File: src/hw/rtl/btr_pkg.sv
// btr_pkg: types, codes and character tables for the token recognizer
// no dependencies
`timescale 1ns / 1ps

package btr_pkg;

    typedef enum logic [1:0] {
        MODE_REQ  = 2'd0,
        MODE_CHAR = 2'd1,
        MODE_DROP = 2'd2,
        MODE_NONE = 2'd3
    } t_mode;

    typedef enum logic [2:0] {
        ST_BYTE      = 3'd0,
        ST_MATCH     = 3'd1,
        ST_NO_MATCH  = 3'd2,
        ST_NAME_FULL = 3'd3,
        ST_TRACE_OVF = 3'd4
    } t_status;

    typedef enum logic [1:0] {
        FEED_GO   = 2'd0,
        FEED_GOT  = 2'd1,
        FEED_NONE = 2'd2,
        FEED_FULL = 2'd3
    } t_feed_code;

    typedef enum logic [1:0] {
        FMT_DEC = 2'd0,
        FMT_HEX = 2'd1,
        FMT_BIN = 2'd2,
        FMT_OCT = 2'd3
    } t_fmt;

    localparam logic [4:0] KIND_EOF     = 5'd0;
    localparam logic [4:0] KIND_SYMBOL  = 5'd1;
    localparam logic [4:0] KIND_NUMBER  = 5'd2;
    localparam logic [4:0] KIND_STRING  = 5'd3;
    localparam logic [4:0] KIND_CHAR    = 5'd4;
    localparam logic [4:0] KIND_COMMENT = 5'd5;
    localparam logic [4:0] KIND_LINE    = 5'd6;
    localparam logic [4:0] KIND_SHL     = 5'd7;
    localparam logic [4:0] KIND_SHR     = 5'd8;
    localparam logic [4:0] KIND_OP_LO   = 5'd9;
    localparam logic [4:0] KIND_OP_HI   = 5'd28;

    localparam int LEN_W = 7;

    typedef struct packed {
        logic [1:0] mode;
        logic [4:0] token_type;
        logic       from_current;
        logic [7:0] char_byte;
        logic       end_of_file;
    } t_in_item;

    typedef struct packed {
        logic [7:0]       name_byte;
        logic [2:0]       status;
        logic [LEN_W-1:0] token_length;
        logic             last;
    } t_out_item;

    typedef struct packed {
        t_feed_code code;
        logic       blank_inc;
        logic       tok_inc;
        logic       put;
        logic [7:0] put_byte;
        logic       esc;
        t_fmt       fmt;
    } t_feed;

    function automatic logic [7:0] op_char(input logic [4:0] kind);
        logic [7:0] c;
        case (kind)
            5'd9:    c = "~";
            5'd10:   c = "*";
            5'd11:   c = "/";
            5'd12:   c = "%";
            5'd13:   c = "&";
            5'd14:   c = "^";
            5'd15:   c = "|";
            5'd16:   c = "-";
            5'd17:   c = "+";
            5'd18:   c = ".";
            5'd19:   c = "=";
            5'd20:   c = ",";
            5'd21:   c = "#";
            5'd22:   c = ":";
            5'd23:   c = "{";
            5'd24:   c = "}";
            5'd25:   c = "[";
            5'd26:   c = "]";
            5'd27:   c = "(";
            5'd28:   c = ")";
            default: c = 8'd0;
        endcase
        return c;
    endfunction

    function automatic logic is_alpha(input logic [7:0] c);
        return (c == "_") || (c inside {["a":"z"]}) || (c inside {["A":"Z"]});
    endfunction

    function automatic logic is_digit(input logic [7:0] c);
        return c inside {["0":"9"]};
    endfunction

    function automatic logic [7:0] unescape(input logic [7:0] c);
        logic [7:0] r;
        case (c)
            "n":     r = 8'd10;
            "r":     r = 8'd13;
            "0":     r = 8'd0;
            default: r = c;
        endcase
        return r;
    endfunction

endpackage

File: src/hw/rtl/btr_match.sv
// btr_match: one character step of the token matcher
// depends on btr_pkg
`timescale 1ns / 1ps

module btr_match
    import btr_pkg::*;
#(
    parameter int NAME_MAX = 32,
    parameter int CW       = 7,
    parameter int PW       = 6
) (
    input  logic [7:0]    i_char,
    input  logic [4:0]    i_kind,
    input  logic [CW-1:0] i_tok,
    input  logic [PW-1:0] i_pay,
    input  logic          i_esc,
    input  t_fmt          i_fmt,
    output t_feed         o_feed
);

    logic tok0;
    logic ok;

    assign tok0 = (i_tok == '0);

    always_comb begin
        o_feed           = '0;
        o_feed.code      = FEED_GO;
        o_feed.put_byte  = i_char;
        o_feed.esc       = i_esc;
        o_feed.fmt       = i_fmt;
        ok               = 1'b0;
        if (i_pay >= PW'(NAME_MAX)) begin
            o_feed.code = FEED_FULL;
        end else if (tok0 && (i_char == " " || i_char == 8'd9 || i_char == 8'd13)) begin
            o_feed.blank_inc = 1'b1;
        end else if (i_kind == KIND_SYMBOL) begin
            if (tok0 && !is_alpha(i_char)) begin
                o_feed.code = FEED_NONE;
            end else if (!tok0 && !is_alpha(i_char) && !is_digit(i_char)) begin
                o_feed.code = FEED_GOT;
            end else begin
                o_feed.put     = 1'b1;
                o_feed.tok_inc = 1'b1;
            end
        end else if (i_kind == KIND_NUMBER) begin
            if (tok0) begin
                o_feed.put     = 1'b1;
                o_feed.tok_inc = 1'b1;
                if (i_char == "$") begin
                    o_feed.fmt = FMT_HEX;
                end else if (i_char == "%") begin
                    o_feed.fmt = FMT_BIN;
                end else if (i_char == "@") begin
                    o_feed.fmt = FMT_OCT;
                end else if (is_digit(i_char)) begin
                    o_feed.fmt = FMT_DEC;
                end else begin
                    o_feed.put     = 1'b0;
                    o_feed.tok_inc = 1'b0;
                    o_feed.code    = FEED_NONE;
                end
            end else if (i_char == "_") begin
                o_feed.tok_inc = 1'b1;
            end else begin
                case (i_fmt)
                    FMT_HEX: ok = is_digit(i_char) || (i_char inside {["a":"f"]})
                                  || (i_char inside {["A":"F"]});
                    FMT_BIN: ok = (i_char == "0") || (i_char == "1");
                    FMT_OCT: ok = i_char inside {["0":"7"]};
                    default: ok = is_digit(i_char);
                endcase
                if (ok) begin
                    o_feed.put     = 1'b1;
                    o_feed.tok_inc = 1'b1;
                end else begin
                    o_feed.code = FEED_GOT;
                end
            end
        end else if (i_kind == KIND_STRING) begin
            o_feed.tok_inc = 1'b1;
            if (tok0) begin
                if (i_char != 8'h22) begin
                    o_feed.code    = FEED_NONE;
                    o_feed.tok_inc = 1'b0;
                end
            end else if (i_esc) begin
                o_feed.put      = 1'b1;
                o_feed.put_byte = unescape(i_char);
                o_feed.esc      = 1'b0;
            end else if (i_char == 8'h5c) begin
                o_feed.esc = 1'b1;
            end else if (i_char == 8'h22) begin
                o_feed.code = FEED_GOT;
            end else begin
                o_feed.put = 1'b1;
            end
        end else if (i_kind == KIND_CHAR) begin
            o_feed.tok_inc = 1'b1;
            if (tok0) begin
                if (i_char != 8'h27) begin
                    o_feed.code    = FEED_NONE;
                    o_feed.tok_inc = 1'b0;
                end
            end else if (i_pay != '0) begin
                if (i_char != 8'h27) begin
                    o_feed.code    = FEED_NONE;
                    o_feed.tok_inc = 1'b0;
                end else begin
                    o_feed.code = FEED_GOT;
                end
            end else if (i_esc) begin
                o_feed.put      = 1'b1;
                o_feed.put_byte = unescape(i_char);
                o_feed.esc      = 1'b0;
            end else if (i_char == 8'h5c) begin
                o_feed.esc = 1'b1;
            end else begin
                o_feed.put = 1'b1;
            end
        end else if (i_kind == KIND_COMMENT) begin
            if (i_char == 8'd10) begin
                o_feed.put     = 1'b1;
                o_feed.tok_inc = 1'b1;
                o_feed.code    = FEED_GOT;
            end else if (tok0 && i_char != ";") begin
                o_feed.code = FEED_NONE;
            end else begin
                o_feed.put     = 1'b1;
                o_feed.tok_inc = 1'b1;
            end
        end else if (i_kind == KIND_LINE) begin
            o_feed.put     = 1'b1;
            o_feed.tok_inc = 1'b1;
            if (i_char == 8'd10) begin
                o_feed.code = FEED_GOT;
            end
        end else if (i_kind == KIND_SHL || i_kind == KIND_SHR) begin
            if (i_char != ((i_kind == KIND_SHL) ? 8'h3c : 8'h3e)) begin
                o_feed.code = FEED_NONE;
            end else begin
                o_feed.put     = 1'b1;
                o_feed.tok_inc = 1'b1;
                if (i_pay == PW'(1)) begin
                    o_feed.code = FEED_GOT;
                end
            end
        end else if (i_kind >= KIND_OP_LO && i_kind <= KIND_OP_HI) begin
            if (i_char == op_char(i_kind)) begin
                o_feed.put     = 1'b1;
                o_feed.tok_inc = 1'b1;
                o_feed.code    = FEED_GOT;
            end else begin
                o_feed.code = FEED_NONE;
            end
        end else begin
            o_feed.code = FEED_NONE;
        end
    end

endmodule

File: src/hw/rtl/backtracking_token_recognizer.sv
// backtracking_token_recognizer: top level with trace ring, name store and control
// depends on btr_pkg and btr_match
`timescale 1ns / 1ps

// Takes one item at a time. A character item is handled directly in the idle
// state. A token request replays characters from the trace ring, each through a
// ring memory read then a match step, up to TRACE_DEPTH characters. When a token
// ends, the result phase delivers the name bytes on a match, each read from the
// name store and then presented, and then the final status, each held until the
// receiver takes it. No input is taken while results are being delivered.

module backtracking_token_recognizer
    import btr_pkg::*;
#(
    parameter int TRACE_DEPTH = 64,
    parameter int NAME_MAX    = 32
) (
    input  logic      i_clk,
    input  logic      i_rst_n,
    input  logic      i_valid,
    output logic      o_ready,
    input  t_in_item  i_in,
    output logic      o_valid,
    input  logic      i_ready,
    output t_out_item o_out
);

    localparam int AW = (TRACE_DEPTH > 1) ? $clog2(TRACE_DEPTH) : 1;
    localparam int CW = $clog2(TRACE_DEPTH + 1);
    localparam int NW = (NAME_MAX > 1) ? $clog2(NAME_MAX) : 1;
    localparam int PW = $clog2(NAME_MAX + 1);

    typedef enum logic [2:0] {
        S_IDLE, S_RD, S_FEED, S_NRD, S_NOUT, S_STAT
    } t_state;

    t_state r_state, n_state;

    logic [7:0] r_ring [TRACE_DEPTH];
    logic [7:0] r_name [NAME_MAX];
    logic [7:0] r_ring_q;
    logic [7:0] r_name_q;

    logic [AW-1:0] r_wp, n_wp;
    logic [CW-1:0] r_cur, n_cur;
    logic [CW-1:0] r_look, n_look;
    logic [CW-1:0] r_replay, n_replay;
    logic          r_active, n_active;
    logic [4:0]    r_kind, n_kind;
    logic [CW-1:0] r_tok, n_tok;
    logic [PW-1:0] r_pay, n_pay;
    logic [CW-1:0] r_blank, n_blank;
    logic          r_esc, n_esc;
    t_fmt          r_fmt, n_fmt;
    logic          r_rewind, n_rewind;
    logic [PW-1:0] r_idx, n_idx;
    t_status       r_fin, n_fin;
    logic [LEN_W-1:0] r_out_len, n_out_len;

    logic          ring_we;
    logic          name_we;
    logic          do_feed;
    logic [7:0]    feed_char;
    t_feed         feed;
    logic          fin;
    logic          fin_got;
    t_status       fin_code;
    logic [CW:0]   total;
    logic [CW:0]   used;
    logic [CW:0]   pos_sum;
    logic [AW-1:0] rd_pos;

    btr_match #(
        .NAME_MAX (NAME_MAX),
        .CW       (CW),
        .PW       (PW)
    ) u_match (
        .i_char (feed_char),
        .i_kind (r_kind),
        .i_tok  (r_tok),
        .i_pay  (r_pay),
        .i_esc  (r_esc),
        .i_fmt  (r_fmt),
        .o_feed (feed)
    );

    // ring position of the next replayed character
    always_comb begin
        pos_sum = {1'b0, CW'(r_wp)} + (CW + 1)'(TRACE_DEPTH) - {1'b0, r_replay};
        if (pos_sum >= (CW + 1)'(TRACE_DEPTH)) begin
            pos_sum = pos_sum - (CW + 1)'(TRACE_DEPTH);
        end
        rd_pos = pos_sum[AW-1:0];
    end

    always_ff @(posedge i_clk) begin
        if (ring_we) begin
            r_ring[r_wp] <= i_in.char_byte;
        end
        r_ring_q <= r_ring[rd_pos];
    end

    always_ff @(posedge i_clk) begin
        if (name_we) begin
            r_name[r_pay[NW-1:0]] <= feed.put_byte;
        end
        r_name_q <= r_name[r_idx[NW-1:0]];
    end

    // datapath next values
    always_comb begin
        n_wp      = r_wp;
        n_cur     = r_cur;
        n_look    = r_look;
        n_replay  = r_replay;
        n_active  = r_active;
        n_kind    = r_kind;
        n_tok     = r_tok;
        n_pay     = r_pay;
        n_blank   = r_blank;
        n_esc     = r_esc;
        n_fmt     = r_fmt;
        n_rewind  = r_rewind;
        n_idx     = r_idx;
        n_fin     = r_fin;
        n_out_len = r_out_len;
        ring_we   = 1'b0;
        name_we   = 1'b0;
        do_feed   = 1'b0;
        feed_char = r_ring_q;
        fin       = 1'b0;
        fin_code  = ST_NO_MATCH;
        total     = '0;
        used      = '0;
        case (r_state)
            S_IDLE: begin
                if (i_valid) begin
                    case (t_mode'(i_in.mode))
                        MODE_REQ: begin
                            n_kind   = i_in.token_type;
                            n_rewind = i_in.from_current;
                            total    = i_in.from_current ? ({1'b0, r_cur} + {1'b0, r_look})
                                                         : {1'b0, r_look};
                            n_replay = (total > (CW + 1)'(TRACE_DEPTH)) ? CW'(TRACE_DEPTH)
                                                                        : total[CW-1:0];
                            n_tok    = '0;
                            n_pay    = '0;
                            n_blank  = '0;
                            n_esc    = 1'b0;
                            n_fmt    = FMT_DEC;
                            n_active = 1'b1;
                        end
                        MODE_CHAR: begin
                            if (r_active) begin
                                if (i_in.end_of_file) begin
                                    fin      = 1'b1;
                                    fin_code = (r_kind == KIND_EOF) ? ST_MATCH : ST_NO_MATCH;
                                end else if ({1'b0, r_cur} + {1'b0, r_look}
                                             >= (CW + 1)'(TRACE_DEPTH)) begin
                                    fin      = 1'b1;
                                    fin_code = ST_TRACE_OVF;
                                end else begin
                                    ring_we   = 1'b1;
                                    n_wp      = (r_wp == AW'(TRACE_DEPTH - 1)) ? '0
                                                                              : r_wp + 1'b1;
                                    n_look    = r_look + 1'b1;
                                    do_feed   = 1'b1;
                                    feed_char = i_in.char_byte;
                                end
                            end
                        end
                        MODE_DROP: begin
                            if (!r_active) begin
                                n_cur = '0;
                            end
                        end
                        default: ;
                    endcase
                end
            end
            S_FEED: begin
                n_replay = r_replay - 1'b1;
                do_feed  = 1'b1;
            end
            S_NOUT: begin
                if (i_ready) begin
                    n_idx = r_idx + 1'b1;
                end
            end
            default: ;
        endcase

        if (do_feed) begin
            if (feed.blank_inc) begin
                n_blank = r_blank + 1'b1;
            end
            if (feed.tok_inc) begin
                n_tok = r_tok + 1'b1;
            end
            if (feed.put) begin
                name_we = 1'b1;
                n_pay   = r_pay + 1'b1;
            end
            n_esc = feed.esc;
            n_fmt = feed.fmt;
            case (feed.code)
                FEED_GOT: begin
                    fin      = 1'b1;
                    fin_code = ST_MATCH;
                end
                FEED_NONE: begin
                    fin      = 1'b1;
                    fin_code = ST_NO_MATCH;
                end
                FEED_FULL: begin
                    fin      = 1'b1;
                    fin_code = ST_NAME_FULL;
                end
                default: ;
            endcase
        end

        fin_got = fin && (fin_code == ST_MATCH);
        if (fin) begin
            n_active  = 1'b0;
            n_replay  = '0;
            n_fin     = fin_code;
            n_idx     = '0;
            n_out_len = fin_got ? LEN_W'(n_tok) : '0;
            if (fin_got) begin
                total  = r_rewind ? ({1'b0, r_cur} + {1'b0, n_look}) : {1'b0, n_look};
                used   = {1'b0, n_tok} + {1'b0, n_blank};
                n_cur  = n_tok;
                n_look = (total >= used) ? CW'(total - used) : '0;
            end
        end
    end

    // next state
    always_comb begin
        n_state = r_state;
        case (r_state)
            S_IDLE: begin
                if (fin) begin
                    n_state = (fin_got && n_pay != '0) ? S_NRD : S_STAT;
                end else if (i_valid && t_mode'(i_in.mode) == MODE_REQ && n_replay != '0) begin
                    n_state = S_RD;
                end
            end
            S_RD: begin
                n_state = S_FEED;
            end
            S_FEED: begin
                if (fin) begin
                    n_state = (fin_got && n_pay != '0) ? S_NRD : S_STAT;
                end else if (r_replay == CW'(1)) begin
                    n_state = S_IDLE;
                end else begin
                    n_state = S_RD;
                end
            end
            S_NRD: begin
                n_state = S_NOUT;
            end
            S_NOUT: begin
                if (i_ready) begin
                    n_state = (r_idx + 1'b1 == r_pay) ? S_STAT : S_NRD;
                end
            end
            S_STAT: begin
                if (i_ready) begin
                    n_state = S_IDLE;
                end
            end
            default: n_state = S_IDLE;
        endcase
    end

    // outputs
    always_comb begin
        o_ready = (r_state == S_IDLE);
        o_valid = (r_state == S_NOUT) || (r_state == S_STAT);
        o_out   = '0;
        if (r_state == S_NOUT) begin
            o_out.name_byte = r_name_q;
            o_out.status    = ST_BYTE;
        end else begin
            o_out.status       = r_fin;
            o_out.token_length = r_out_len;
            o_out.last         = 1'b1;
        end
    end

    always_ff @(posedge i_clk) begin
        if (!i_rst_n) begin
            r_state  <= S_IDLE;
            r_wp     <= '0;
            r_cur    <= '0;
            r_look   <= '0;
            r_replay <= '0;
            r_active <= 1'b0;
            r_kind   <= '0;
            r_tok    <= '0;
            r_pay    <= '0;
            r_blank  <= '0;
            r_esc    <= 1'b0;
            r_fmt    <= FMT_DEC;
            r_rewind <= 1'b0;
            r_idx    <= '0;
            r_fin    <= ST_NO_MATCH;
        end else begin
            r_state  <= n_state;
            r_wp     <= n_wp;
            r_cur    <= n_cur;
            r_look   <= n_look;
            r_replay <= n_replay;
            r_active <= n_active;
            r_kind   <= n_kind;
            r_tok    <= n_tok;
            r_pay    <= n_pay;
            r_blank  <= n_blank;
            r_esc    <= n_esc;
            r_fmt    <= n_fmt;
            r_rewind <= n_rewind;
            r_idx    <= n_idx;
            r_fin    <= n_fin;
        end
    end

    always_ff @(posedge i_clk) begin
        r_out_len <= n_out_len;
    end

endmodule

File: config.mk
export PLATFORM = sky130hd
export DESIGN_NAME = backtracking_token_recognizer
export DESIGN_NICKNAME = d
export VERILOG_FILES = /design/src/hw/rtl/btr_pkg.sv /design/src/hw/rtl/btr_match.sv /design/src/hw/rtl/backtracking_token_recognizer.sv
export SDC_FILE = /design/constraint.sdc
export NUM_CORES = 1
export LEC_CHECK = 0
export ABC_AREA = 1
export BUFFER_PORTS_ARGS = -buffer_cell sky130_fd_sc_hd__buf_2
export CAP_MARGIN = 20
export CORE_AREA = 2 2 361 363
export DETAILED_ROUTE_END_ITERATION = 12
export DIE_AREA = 0 0 363 365
export HOLD_SLACK_MARGIN = 0.15
export PLACE_DENSITY = 0.49
export SETUP_SLACK_MARGIN = 0.05
export SLEW_MARGIN = 15
export SYNTH_ARGS = -nofsm -noshare
export SYNTH_HDL_FRONTEND = slang
export SYNTH_SLANG_ARGS = --single-unit
File: constraint.sdc
create_clock -name i_clk -period 6.74 [get_ports i_clk]
set_input_delay 1.011 -clock i_clk [delete_from_list [all_inputs] [get_ports i_clk]]
set_output_delay 1.011 -clock i_clk [all_outputs]
set_load 0.05 [all_outputs]
Word level (Yosys, flattened, before mapping). Memory sizes are Yosys's and may differ from the RTL's. A register that Yosys moved wholly into a read port is not among the register bits. Cells that the tools add are included.

$add $sub $neg: 14. Multiply operators: 0. Div/mod/pow operators: 0. Order comparisons: 16. Equality and inequality tests: 58. Shift operators: 0. Mux-type cells: 200. Bitwise gates (word level): 3. Reductions and logical operators: 46.

Operator list (count): $mux W7 (29); $mux W8 (21); $mux W2 (59); $mux W1 (52); $eq A8 B6 Y1 const B (6); $mux W3 (15); $mux W6 (7); $eq A8 B7 Y1 const B (5); $ge A8 B7 Y1 const B (4); $le A8 B7 Y1 const B (4); $mux W10 (3); $add A7 B7 Y8 (3); $eq A8 B4 Y1 const B (3); $ne A8 B6 Y1 const B (3); $pmux W8 S3 (1); $mux W11 (2); $add A7 B1 Y7 const B (3); $eq A5 B3 Y1 const B (4); $add A6 B1 Y6 const B (3); $mux W9 (2); $pmux W3 S6 (1); $le A8 B6 Y1 const B (2); $logic_and A1 B1 Y1 (16); $mux W14 (1); 53 further kinds (88).

Bits in registers: 76. Bits in latches: 0. Bits in writable memories: 768. ROM bits: 224. Word-level logic and storage cells: 356. Memories: 3.

Memories: r_ring (depth 64, bits a word 8, read ports 1, clocked after memory_dff 1, write ports 1, line backtracking_token_recognizer.sv:39) `logic [7:0] r_ring [TRACE_DEPTH];`; r_name (depth 32, bits a word 8, read ports 1, clocked after memory_dff 1, write ports 1, line backtracking_token_recognizer.sv:40) `logic [7:0] r_name [NAME_MAX];`; (name not given) (depth 32, bits a word 7, read ports 1, clocked after memory_dff 1, write ports 0, line btr_pkg.sv:77) `case (kind)`.

Depth between registers and ports, before layout. Gate-level depths: netlist of the first run.

Word-level depth: 36. Mapped depth: 47.

By module. From an unflattened synthesis of the first run, not the netlist that was laid out.

Cells, all modules: 3423. Area total of the unflattened synthesis: 38154.1 um^2.

Modules (own cells, without submodules): backtracking_token_recognizer (instances 1, cells an instance 3112, area each 36621.4 um^2); btr_match (instances 1, cells an instance 311, area each 1532.7 um^2).

Worst setup path after synthesis of the first run. OpenSTA, ideal clock, no wires.

Path kind: input port to flip-flop. Start point: in i_in[15] (netlist name). End point: reg r_look[6]. Arrival time: 5.645 ns. Data required time: 6.603 ns. Slack: 0.958 ns. Cell stages on the path: 38. Path buffers: 0. Cells stage by stage: inv_1 > nor2_1 > nand2_1 > nor3_4 > nand3_2 > nand2_1 > nand2_1 > inv_1 > nor2_2 > nand3_1 > nor2_1 > nor2_1 > nand2_1 > nand2_1 > nand3_1 > o21ai_1 > o21ai_2 > nand2_2 > [... 2 more ...] > inv_1 > ha_1 > fa_1 > inv_1 > fa_1 > a21oi_1 > o21ai_0 > inv_1 > nor2_1 > nor2_1 > nor2_1 > nor2_1 > nor2_1 > inv_1 > nand2_1 > a21o_1 > a31oi_1 > a211oi_2.

Longest elaborated chain between the ends: 29.

RTL lines: start, declared (line backtracking_token_recognizer.sv:22) `input t_in_item i_in,`; $eq A2 B1 Y1 (line backtracking_token_recognizer.sv:138) `case (t_mode'(i_in.mode))`; $mux W8 (line backtracking_token_recognizer.sv:138); $mux W8 (line backtracking_token_recognizer.sv:137) `if (i_valid) begin`; $mux W8 (line backtracking_token_recognizer.sv:135) `case (r_state)`; $ge A8 B6 Y1, or another cell as far along (line btr_pkg.sv:108, btr_match.sv:70); $logic_and A1 B1 Y1 (on tied branches) (line btr_pkg.sv:108, btr_match.sv:67); $logic_or A1 B1 Y1 (line btr_match.sv:67) `FMT_HEX: ok = is_digit(i_char) || (i_char inside {["a":"f"]})`; $logic_or A1 B1 Y1 (line btr_match.sv:68) `|| (i_char inside {["A":"F"]});`; [... 14 more ...]; $mux W7 (line backtracking_token_recognizer.sv:197) `if (feed.tok_inc) begin`; $mux W7 * (line backtracking_token_recognizer.sv:193) `if (do_feed) begin`; net n_tok[0] (line backtracking_token_recognizer.sv:50) `logic [CW-1:0] r_tok, n_tok;`; $add A7 B7 Y8 * (line backtracking_token_recognizer.sv:232) `used = {1'b0, n_tok} + {1'b0, n_blank};`; $sub A7 B7 Y7 / $ge A8 B8 Y1 (equally long branches) (line backtracking_token_recognizer.sv:234) `n_look = (total >= used) ? CW'(total - used) : '0;`; $mux W7 * (line backtracking_token_recognizer.sv:234); $mux W7 * (line backtracking_token_recognizer.sv:230) `if (fin_got) begin`; $mux W7 * (line backtracking_token_recognizer.sv:224) `if (fin) begin`; end signal, assigned (line backtracking_token_recognizer.sv:315) `r_look <= n_look;`; end, declared (line backtracking_token_recognizer.sv:46) `logic [CW-1:0] r_look, n_look;`.

Mark *: on every way through the listed nets, which the timed path passes. The rest lies on a longest branch. The select of a mux whose other input is x is not followed. A chain may end at the register's enable or synchronous reset.

Worst setup path in the final report of the first run.
Start point: reg r_cur[2]. End point: reg r_look[3].

Longest elaborated chain between the ends: 33.

RTL lines: start, declared (line backtracking_token_recognizer.sv:45) `logic [CW-1:0] r_cur, n_cur;`; start signal, assigned (line backtracking_token_recognizer.sv:314) `r_cur <= n_cur;`; $add A7 B7 Y8 * (line backtracking_token_recognizer.sv:158) `end else if ({1'b0, r_cur} + {1'b0, r_look}`; $ge A8 B7 Y1 * (line backtracking_token_recognizer.sv:159) `>= (CW + 1)'(TRACE_DEPTH)) begin`; $mux W8 (line backtracking_token_recognizer.sv:158); $mux W8 (line backtracking_token_recognizer.sv:155) `if (i_in.end_of_file) begin`; $mux W8 (line backtracking_token_recognizer.sv:154) `if (r_active) begin`; $mux W8 (line backtracking_token_recognizer.sv:138); $mux W8 (line backtracking_token_recognizer.sv:137); $mux W8 (line backtracking_token_recognizer.sv:135); [... 18 more ...]; $mux W7 (line backtracking_token_recognizer.sv:197); $mux W7 * (line backtracking_token_recognizer.sv:193); net n_tok[0] (line backtracking_token_recognizer.sv:50); $add A7 B7 Y8 * (line backtracking_token_recognizer.sv:232); $sub A7 B7 Y7 / $ge A8 B8 Y1 (equally long branches) (line backtracking_token_recognizer.sv:234); $mux W7 * (line backtracking_token_recognizer.sv:234); $mux W7 * (line backtracking_token_recognizer.sv:230); $mux W7 * (line backtracking_token_recognizer.sv:224).

Marks and branches as above.

==> results of run 1 <==
-- power breakdown --
part           switching, mW  internal, mW
registers             0.0933          6.21
logic                   4.96          1.97
clock network           2.20          2.94
-- worst max-delay path, delay by kind of cell (launching register included) --
kind	cells	cell delay, ns
XOR/XNOR	1	0.11
adder cells (fa/ha/maj)	4	1.26
AND/OR/NAND/NOR	25	3.05
flip-flops	1	0.34
AO/OA/AOI/OAI	8	1.02
buffers and inverters	3	0.32
-- synth_stat cells, types with 6 or more instances --
| cell | number | area share [%] |
|---|---|---|
| mux2i_1 | 65 | 1.7 |
| nor2_1 | 665 | 6.5 |
| xor2_1 | 23 | 0.53 |
| nand3b_1 | 17 | 0.33 |
| nand3_1 | 160 | 2.1 |
| o21ai_1 | 13 | 0.17 |
| a32oi_1 | 7 | 0.16 |
| o221ai_1 | 114 | 2.6 |
| nand2_1 | 341 | 3.3 |
| xnor2_1 | 6 | 0.14 |
| o32ai_1 | 65 | 1.5 |
| dfxtp_1 | 92 | 4.8 |
| o211ai_1 | 7 | 0.14 |
| nand4_1 | 28 | 0.46 |
| o21ai_0 | 335 | 4.4 |
| or2_2 | 7 | 0.11 |
| o22ai_1 | 21 | 0.34 |
| buf_1 | 11 | 0.11 |
| inv_2 | 11 | 0.11 |
| nand2_4 | 7 | 0.21 |
| a31oi_1 | 26 | 0.42 |
| inv_1 | 208 | 2.0 |
| a211oi_1 | 10 | 0.20 |
| nor2_2 | 7 | 0.11 |
| nor3_1 | 26 | 0.34 |
| ha_1 | 52 | 1.7 |
| a221oi_1 | 8 | 0.18 |
| edfxtp_1 | 775 | 61 |
| clkbuf_1 | 159 | 1.6 |
| nand2_2 | 21 | 0.34 |
| a21oi_1 | 66 | 0.86 |
-- layout make-up --
cell class,instances,area [µm²]
clock buffers,123,2530
inverters,222,840
repair buffers,106,739
well taps,1675,2100
flip-flops and latches,867,25100
fillers,12800,85100
multi-input cells,2152,11800
clock inverters,52,518
-- cell families (layout without fill, tap and decap cells) --
| family | after synthesis | after routing | synth area share [%] |
|---|---|---|---|
| mux | 65 | 65 | 1.70 |
| xor+xnor | 29 | 29 | 0.664 |
| simple gates | 1303 | 1303 | 14.5 |
| fa+ha+maj | 57 | 57 | 1.96 |
| flops | 867 | 867 | 65.6 |
| buf+inv | 400 | 503 | 4.03 |
| compound gates | 698 | 698 | 11.6 |
-- layer usage --
| layer | wire (µm) | vias to the layer above | share of wire, % |
|---|---|---|---|
| met4 | 3180 | 2 | 3.0 |
| met1 | 48800 | 12900 | 45 |
| met5 | 13 | - | 0.012 |
| li1 | - | 12400 | - |
| met2 | 49600 | 690 | 46 |
| met3 | 5720 | 170 | 5.3 |
-- sequential cells by signal, summed over array words and instances (netlist names), 5 cells and up, named ones only --
register / flops
r_ring: 512
r_name: 256
r_name_q: 8
r_ring_q: 8
r_blank: 7
r_cur: 7
r_look: 7
r_out_len: 7
r_replay: 7
r_tok: 7
r_idx: 6
r_pay: 6
r_wp: 6
r_kind: 5
-- worst max-delay path by stage --
stage,to,slack [ns],depth (start not counted)
2_1_floorplan,r_look[6],0.96,38
3_3_place_gp,r_look[6],0.31,40
3_5_place_dp,r_look[3],0.19,41
4_1_cts,r_look[3],0.33,44
5_1_grt,r_look[6],0.03,41
6_report,r_look[3],0.55,41
-- through the flow --
stage,instance area (µm²),hold slack [ns]
2_1_floorplan,38300,0.446
3_3_place_gp,40400,0.464
3_5_place_dp,40400,0.463
4_1_cts,43400,0.474
5_1_grt,43600,0.491
6_report,43600,0.472
-- repair_timing --
| item | CTS | global route |
|---|---|---|
| setup buffers | 0 | 11 |
| gates resized for setup | 0 | 21 |
| endpoints found under the setup margin | 0 | 7 |
==> run metrics, run 1 <==
Initial Util=29.7%; GR Util met2=25.6%; CTS Buf Count=96; fraction of registers with async set/reset=0%; via count=26200; WHS Endpoint=r_active; # port buffers=between 40 and 50; most common flop cell mapped by yosys=edfxtp_1; worst slew pin tran=1.07 ns; max-capacitance violation count=0; crit path kind=reg -> reg; CTS Sinks=between 800 and 900; Syn Inst Count=3419; Worst Skew=0.0587 ns; setup TNS=0 ns; Mapped Area=0.0383 mm²; CTS tree=done; GR peak layer=met2; M3 GR Usage=2.52%; drt wl/cell=about 21 µm; CP max stage delay=0.42 ns; io pins=42; die area=roughly 0.13 mm²; RSZ-0062 raised after global routing=false; CP max stage cell=fa_1; Critical Path Fanout Max=7; CP Data Required Time=7.35 ns; hold path startpoint=r_active; fin cells=5197; Hold Fails Final Rpt=0; pins over their slew limit=0; htree depth=3; Placer Congestion=0.860; hold-fix buffer count after cts=0; overall global routing resource usage=15.9%; initial antenna violation count=1; Tcrit/Tclk final=between 90 and 100%; Root Driver=clkbuf_16; placed wire-length estimate=65000 µm; Synth Net Count=3497; 1st-iter DRT viols=2171; Netlist cell types=60; Placed Cells=5010; Synth Warn #=0; routed vias/inst=around 5.0; CTS clock-pin slew for the worst setup and hold paths=0.06 ns; routed wire length=between 100000 and 150000 µm; die height=365 µm; Critical Path Start=r_cur[2]; largest net degree at the start of global routing=between 100 and 150; R2R Setup Slk=0.55 ns; Worst VDD drop=0.358 mV; leakage=around 15 nW; data arrival time of the worst path=6.79 ns; row count=132; Pre-antenna DRT Iters=6; layout cells sized above 1=9.91%; Slew HR=28.6%; Hold WC Path Type=reg -> reg; R2R depth=~40; Final Critical Period=6.19 ns; worst r2r dst=r_look[3]; CTS Buffer Depth=3; FF-to-FF Start=r_cur[2]; Peak Freq=roughly 160 MHz; Skew-Pair Late Insertion Delay=about 0.70 ns; Startpoint Class=flop; Area Growth Syn to Fin=13.9%; commonest non-fill, non-tap cell in the layout=edfxtp_1; Post-DRT Antenna Nets=0; status=finished, final reports clean; Setup crit end kind=flop; first-pass GRT wire length=161000 µm; Die Wd=363 µm; EDFF count, synth=775; vias in the first global route=~25000; Most common cell on crit path=nand2_1; Seq cells post-synth=867; Total Power=18.4 mW; pwr dens=421 mW/mm²; PnR worst setup slack=between 0.5 and 0.6 ns; Syn Area/Cell=11.2 µm²; most frequent cells in the layout=edfxtp_1 (775), nor2_1 (661), nand2_1 (339); Final nets=between 3000 and 4000; Core Area=0.129 mm²; global route overflow=0; setup violators final=0; met1 Use GR=between 20% and 30%; fin util=33.9%; register area share after synthesis=65.6%; DRC=0; Setup WS pre-CTS=0.188 ns; hold path cells=2; antenna cells=0
Power figures use the tool's default switching activity.
==> run 2, diff against run 1 <==
--- a/config.mk
+++ b/config.mk
@@ -5,12 +5,11 @@
 export SDC_FILE = /design/constraint.sdc
 export NUM_CORES = 1
 export LEC_CHECK = 0
-export ABC_AREA = 1
 export BUFFER_PORTS_ARGS = -buffer_cell sky130_fd_sc_hd__buf_2
 export CAP_MARGIN = 20
-export CORE_AREA = 2 2 361 363
+export CORE_AREA = 2 2 360 362
 export DETAILED_ROUTE_END_ITERATION = 12
-export DIE_AREA = 0 0 363 365
+export DIE_AREA = 0 0 362 364
 export HOLD_SLACK_MARGIN = 0.15
 export PLACE_DENSITY = 0.49
 export SETUP_SLACK_MARGIN = 0.05
@@ -18,3 +17,4 @@
 export SYNTH_ARGS = -nofsm -noshare
 export SYNTH_HDL_FRONTEND = slang
 export SYNTH_SLANG_ARGS = --single-unit
+export TNS_END_PERCENT = 100
==> constraint.sdc (replaced) <==
create_clock -name i_clk -period 7.4 [get_ports i_clk]
set_input_delay 1.11 -clock i_clk [delete_from_list [all_inputs] [get_ports i_clk]]
set_output_delay 1.11 -clock i_clk [all_outputs]
set_load 0.05 [all_outputs]
==> run 2 against run 1 <==
Net effect:
- via count fell by 19%
- critical path depth fell by 13
- flip-flop and latch count did not move
- count of clock-buffer cells in the layout fell by 8
- global-route usage fell by 1.2 points
- clock power fell by 7.4%
- fmax fell by 11%
- sequential share of layout area rose by 0.15 points
- combinational power fell by 86%
- first-iteration DRC count rose by 3.2%
- critical path type unchanged
- critical endpoint is now r_look[5]
- highest routed layer unchanged
==> run metrics, run 2 <==
overall global routing resource usage=14.6%; Hold WC Path Type=reg -> reg; Mapped Area=0.0381 mm²; Synth Warn #=0; crit path kind=reg -> reg; largest net degree at the start of global routing=81; Peak Freq=144 MHz; # port buffers=41; main combinational cell family by area after synthesis=multiplexers; Skew-Pair Late Insertion Delay=0.68 ns; via count=21300; row count=132; CTS Buf Count=94; Most common cell on crit path=a21o_1; Synth Area in Compound Gates=5.54%; Critical Path Start=r_look[0]; FF-to-FF Start=r_look[0]; placed wire-length estimate=about 63000 µm; post-synthesis mux area share=15.5%; Post-Synth XOR/XNOR Area=1.47%; CTS Buffer Depth=3; drt wl/cell=23.4 µm; CTS tree=done; CP max stage cell=fa_1; Startpoint Class=flop; leakage=13.8 nW; commonest non-fill, non-tap cell in the layout=edfxtp_1; Root Driver=clkbuf_16; setup TNS=0 ns; die area=0.132 mm²; fraction of registers with async set/reset=0%; Hold Fails Final Rpt=0; pins over their slew limit=0; Area contributors post-synth=edfxtp_1 (61%), mux4_2 (14%), dfxtp_1 (4.8%), nor2_1 (1.8%), ha_1 (1.7%); Seq cells post-synth=867; initial antenna violation count=8; max reg flops=512; RSZ-0062 raised after global routing=false; Placer Congestion=slightly below 0.9; most instantiated cells after synthesis=edfxtp_1 (775), mux4_2 (240), nor2_1 (182), nand2_1 (114), clkbuf_1 (109); Worst VDD drop=0.192 mV; 1st-iter DRT viols=2240; Synth area leader=edfxtp_1; most common flop cell mapped by yosys=edfxtp_1; Final Critical Period=between 6 and 7 ns; io pins=42; setup violators final=0; die height=364 µm; M3 GR Usage=3.47%; routed vias/inst=5.13; Area Growth Syn to Fin=14.2%; Syn Area/Cell=about 16 µm²; Pre-antenna DRT Iters=7; hold path startpoint=r_fin[0]; DRC=0; pwr dens=around 260 mW/mm²; vias in the first global route=21500; GR peak layer=met2; CP Data Required Time=7.98 ns; most frequent cells in the layout=edfxtp_1 (775), mux4_2 (240), nor2_1 (181); Worst Skew=0.0292 ns; Final nets=2469; worst r2r dst=r_look[5]; Critical Path Fanout Max=27; R2R depth=28; hold path cells=2; Synth Net Count=~2400; met1 Use GR=20.4%; first-pass GRT wire length=144000 µm; # Post-CTS Setup Buffers=0; register area share after synthesis=~66%; Netlist cell types=90; layout cells sized above 1=a little over a fifth; CTS clock-pin slew for the worst setup and hold paths=around 0.06 ns; Initial Util=slightly below 30%; htree depth=3; Tcrit/Tclk final=93.9%; WHS Endpoint=r_fin[0]; GR Util met2=22.9%; share of the synthesized area in the top cell type=61.1%; worst slew pin tran=1.08 ns; hold-fix buffer count after cts=0; Synth Area in Adders=a little under 2%; Post-DRT Antenna Nets=0; Biggest register=r_ring; Core Area=0.128 mm²; Slew HR=between 20% and 30%; EDFF count, synth=775; R2R Setup Slk=0.45 ns; CTS Sinks=~870; WHS=~0.5 ns; Setup crit end kind=flop; Syn Inst Count=between 2000 and 2500; max-capacitance violation count=0; status=finished, final reports clean; most common cell in the synthesized netlist=edfxtp_1; data arrival time of the worst path=between 7 and 8 ns; CP max stage delay=0.50 ns; routed wire length=97100 µm; Die Wd=362 µm; global route overflow=0; simple-gate share of the synthesized area=7.52%
## run 2: logic make-up after synthesis
kind of cell	Yosys count
AO/OA/AOI/OAI	303
XOR/XNOR	64
adder cells (fa/ha/maj)	57
buffers and inverters	191
flip-flops	867
multiplexers	288
AND/OR/NAND/NOR	572
## run 2: critical path, delay by kind of cell, from the launching register on
| family | cells | cell delay, ns |
|---|---|---|
| AO/OA/AOI/OAI | 14 | 2.95 |
| adder cells (fa/ha/maj) | 5 | 1.84 |
| buffers and inverters | 3 | 0.36 |
| flip-flops | 1 | 0.47 |
| multiplexers | 2 | 0.54 |
| AND/OR/NAND/NOR | 4 | 0.66 |
## run 2: area by class of cell
class                      instances  area, µm²
tap                             1675       2100
timing repair buffer              93        661
clock inverter                    55        683
antenna                            1       2.50
sequential                       867      25100
fill                           12200      84800
clock buffer                     115       2450
inverter                          51        191
multi-input combinational       1284      12300
## run 2: repair_timing
action	in CTS	in global routing
gates resized for setup	0	1
hold endpoints to repair	0	0
endpoints found under the setup margin	0	7
## run 2: per-stage QoR
stage | total power [mW] | utilization (%) | instances | area (µm²) | worst slack, ns
global route | 11.9 | 33.9 | 4141 | 43500 | 0.0592
floorplan | 6.32 | - | 2342 | 38100 | 1.19
CTS | 11.6 | 33.9 | 4138 | 43400 | 0.380
finish | 11.4 | 33.9 | 4141 | 43500 | 0.454
global placement | 6.77 | 31.4 | 3968 | 40300 | 0.523
detailed placement | 6.79 | 31.4 | 3968 | 40300 | 0.430
## run 2: how the worst max path moves through the flow
stage	end	slack, ns	cells past startpoint
3_3_place_gp	r_look[5]	0.52	28
6_report	r_look[5]	0.45	28
3_5_place_dp	r_look[5]	0.43	28
2_1_floorplan	r_look[4]	1.19	23
4_1_cts	r_look[5]	0.38	28
5_1_grt	r_look[5]	0.06	28
## run 2: per-layer routing
| layer | up-vias | routed length, µm | share of wire, % |
|---|---|---|---|
| met5 | - | 85 | 0.088 |
| met3 | 141 | 6090 | 6.3 |
| met4 | 12 | 2250 | 2.3 |
| met2 | 701 | 44900 | 46 |
| met1 | 11000 | 43800 | 45 |
| li1 | 9392 | - | - |
## run 2: where the power goes
part	internal [mW]	total, mW	switching, mW
clock network	2.79	4.76	1.97
registers	5.57	5.69	0.118
logic	0.297	0.997	0.699
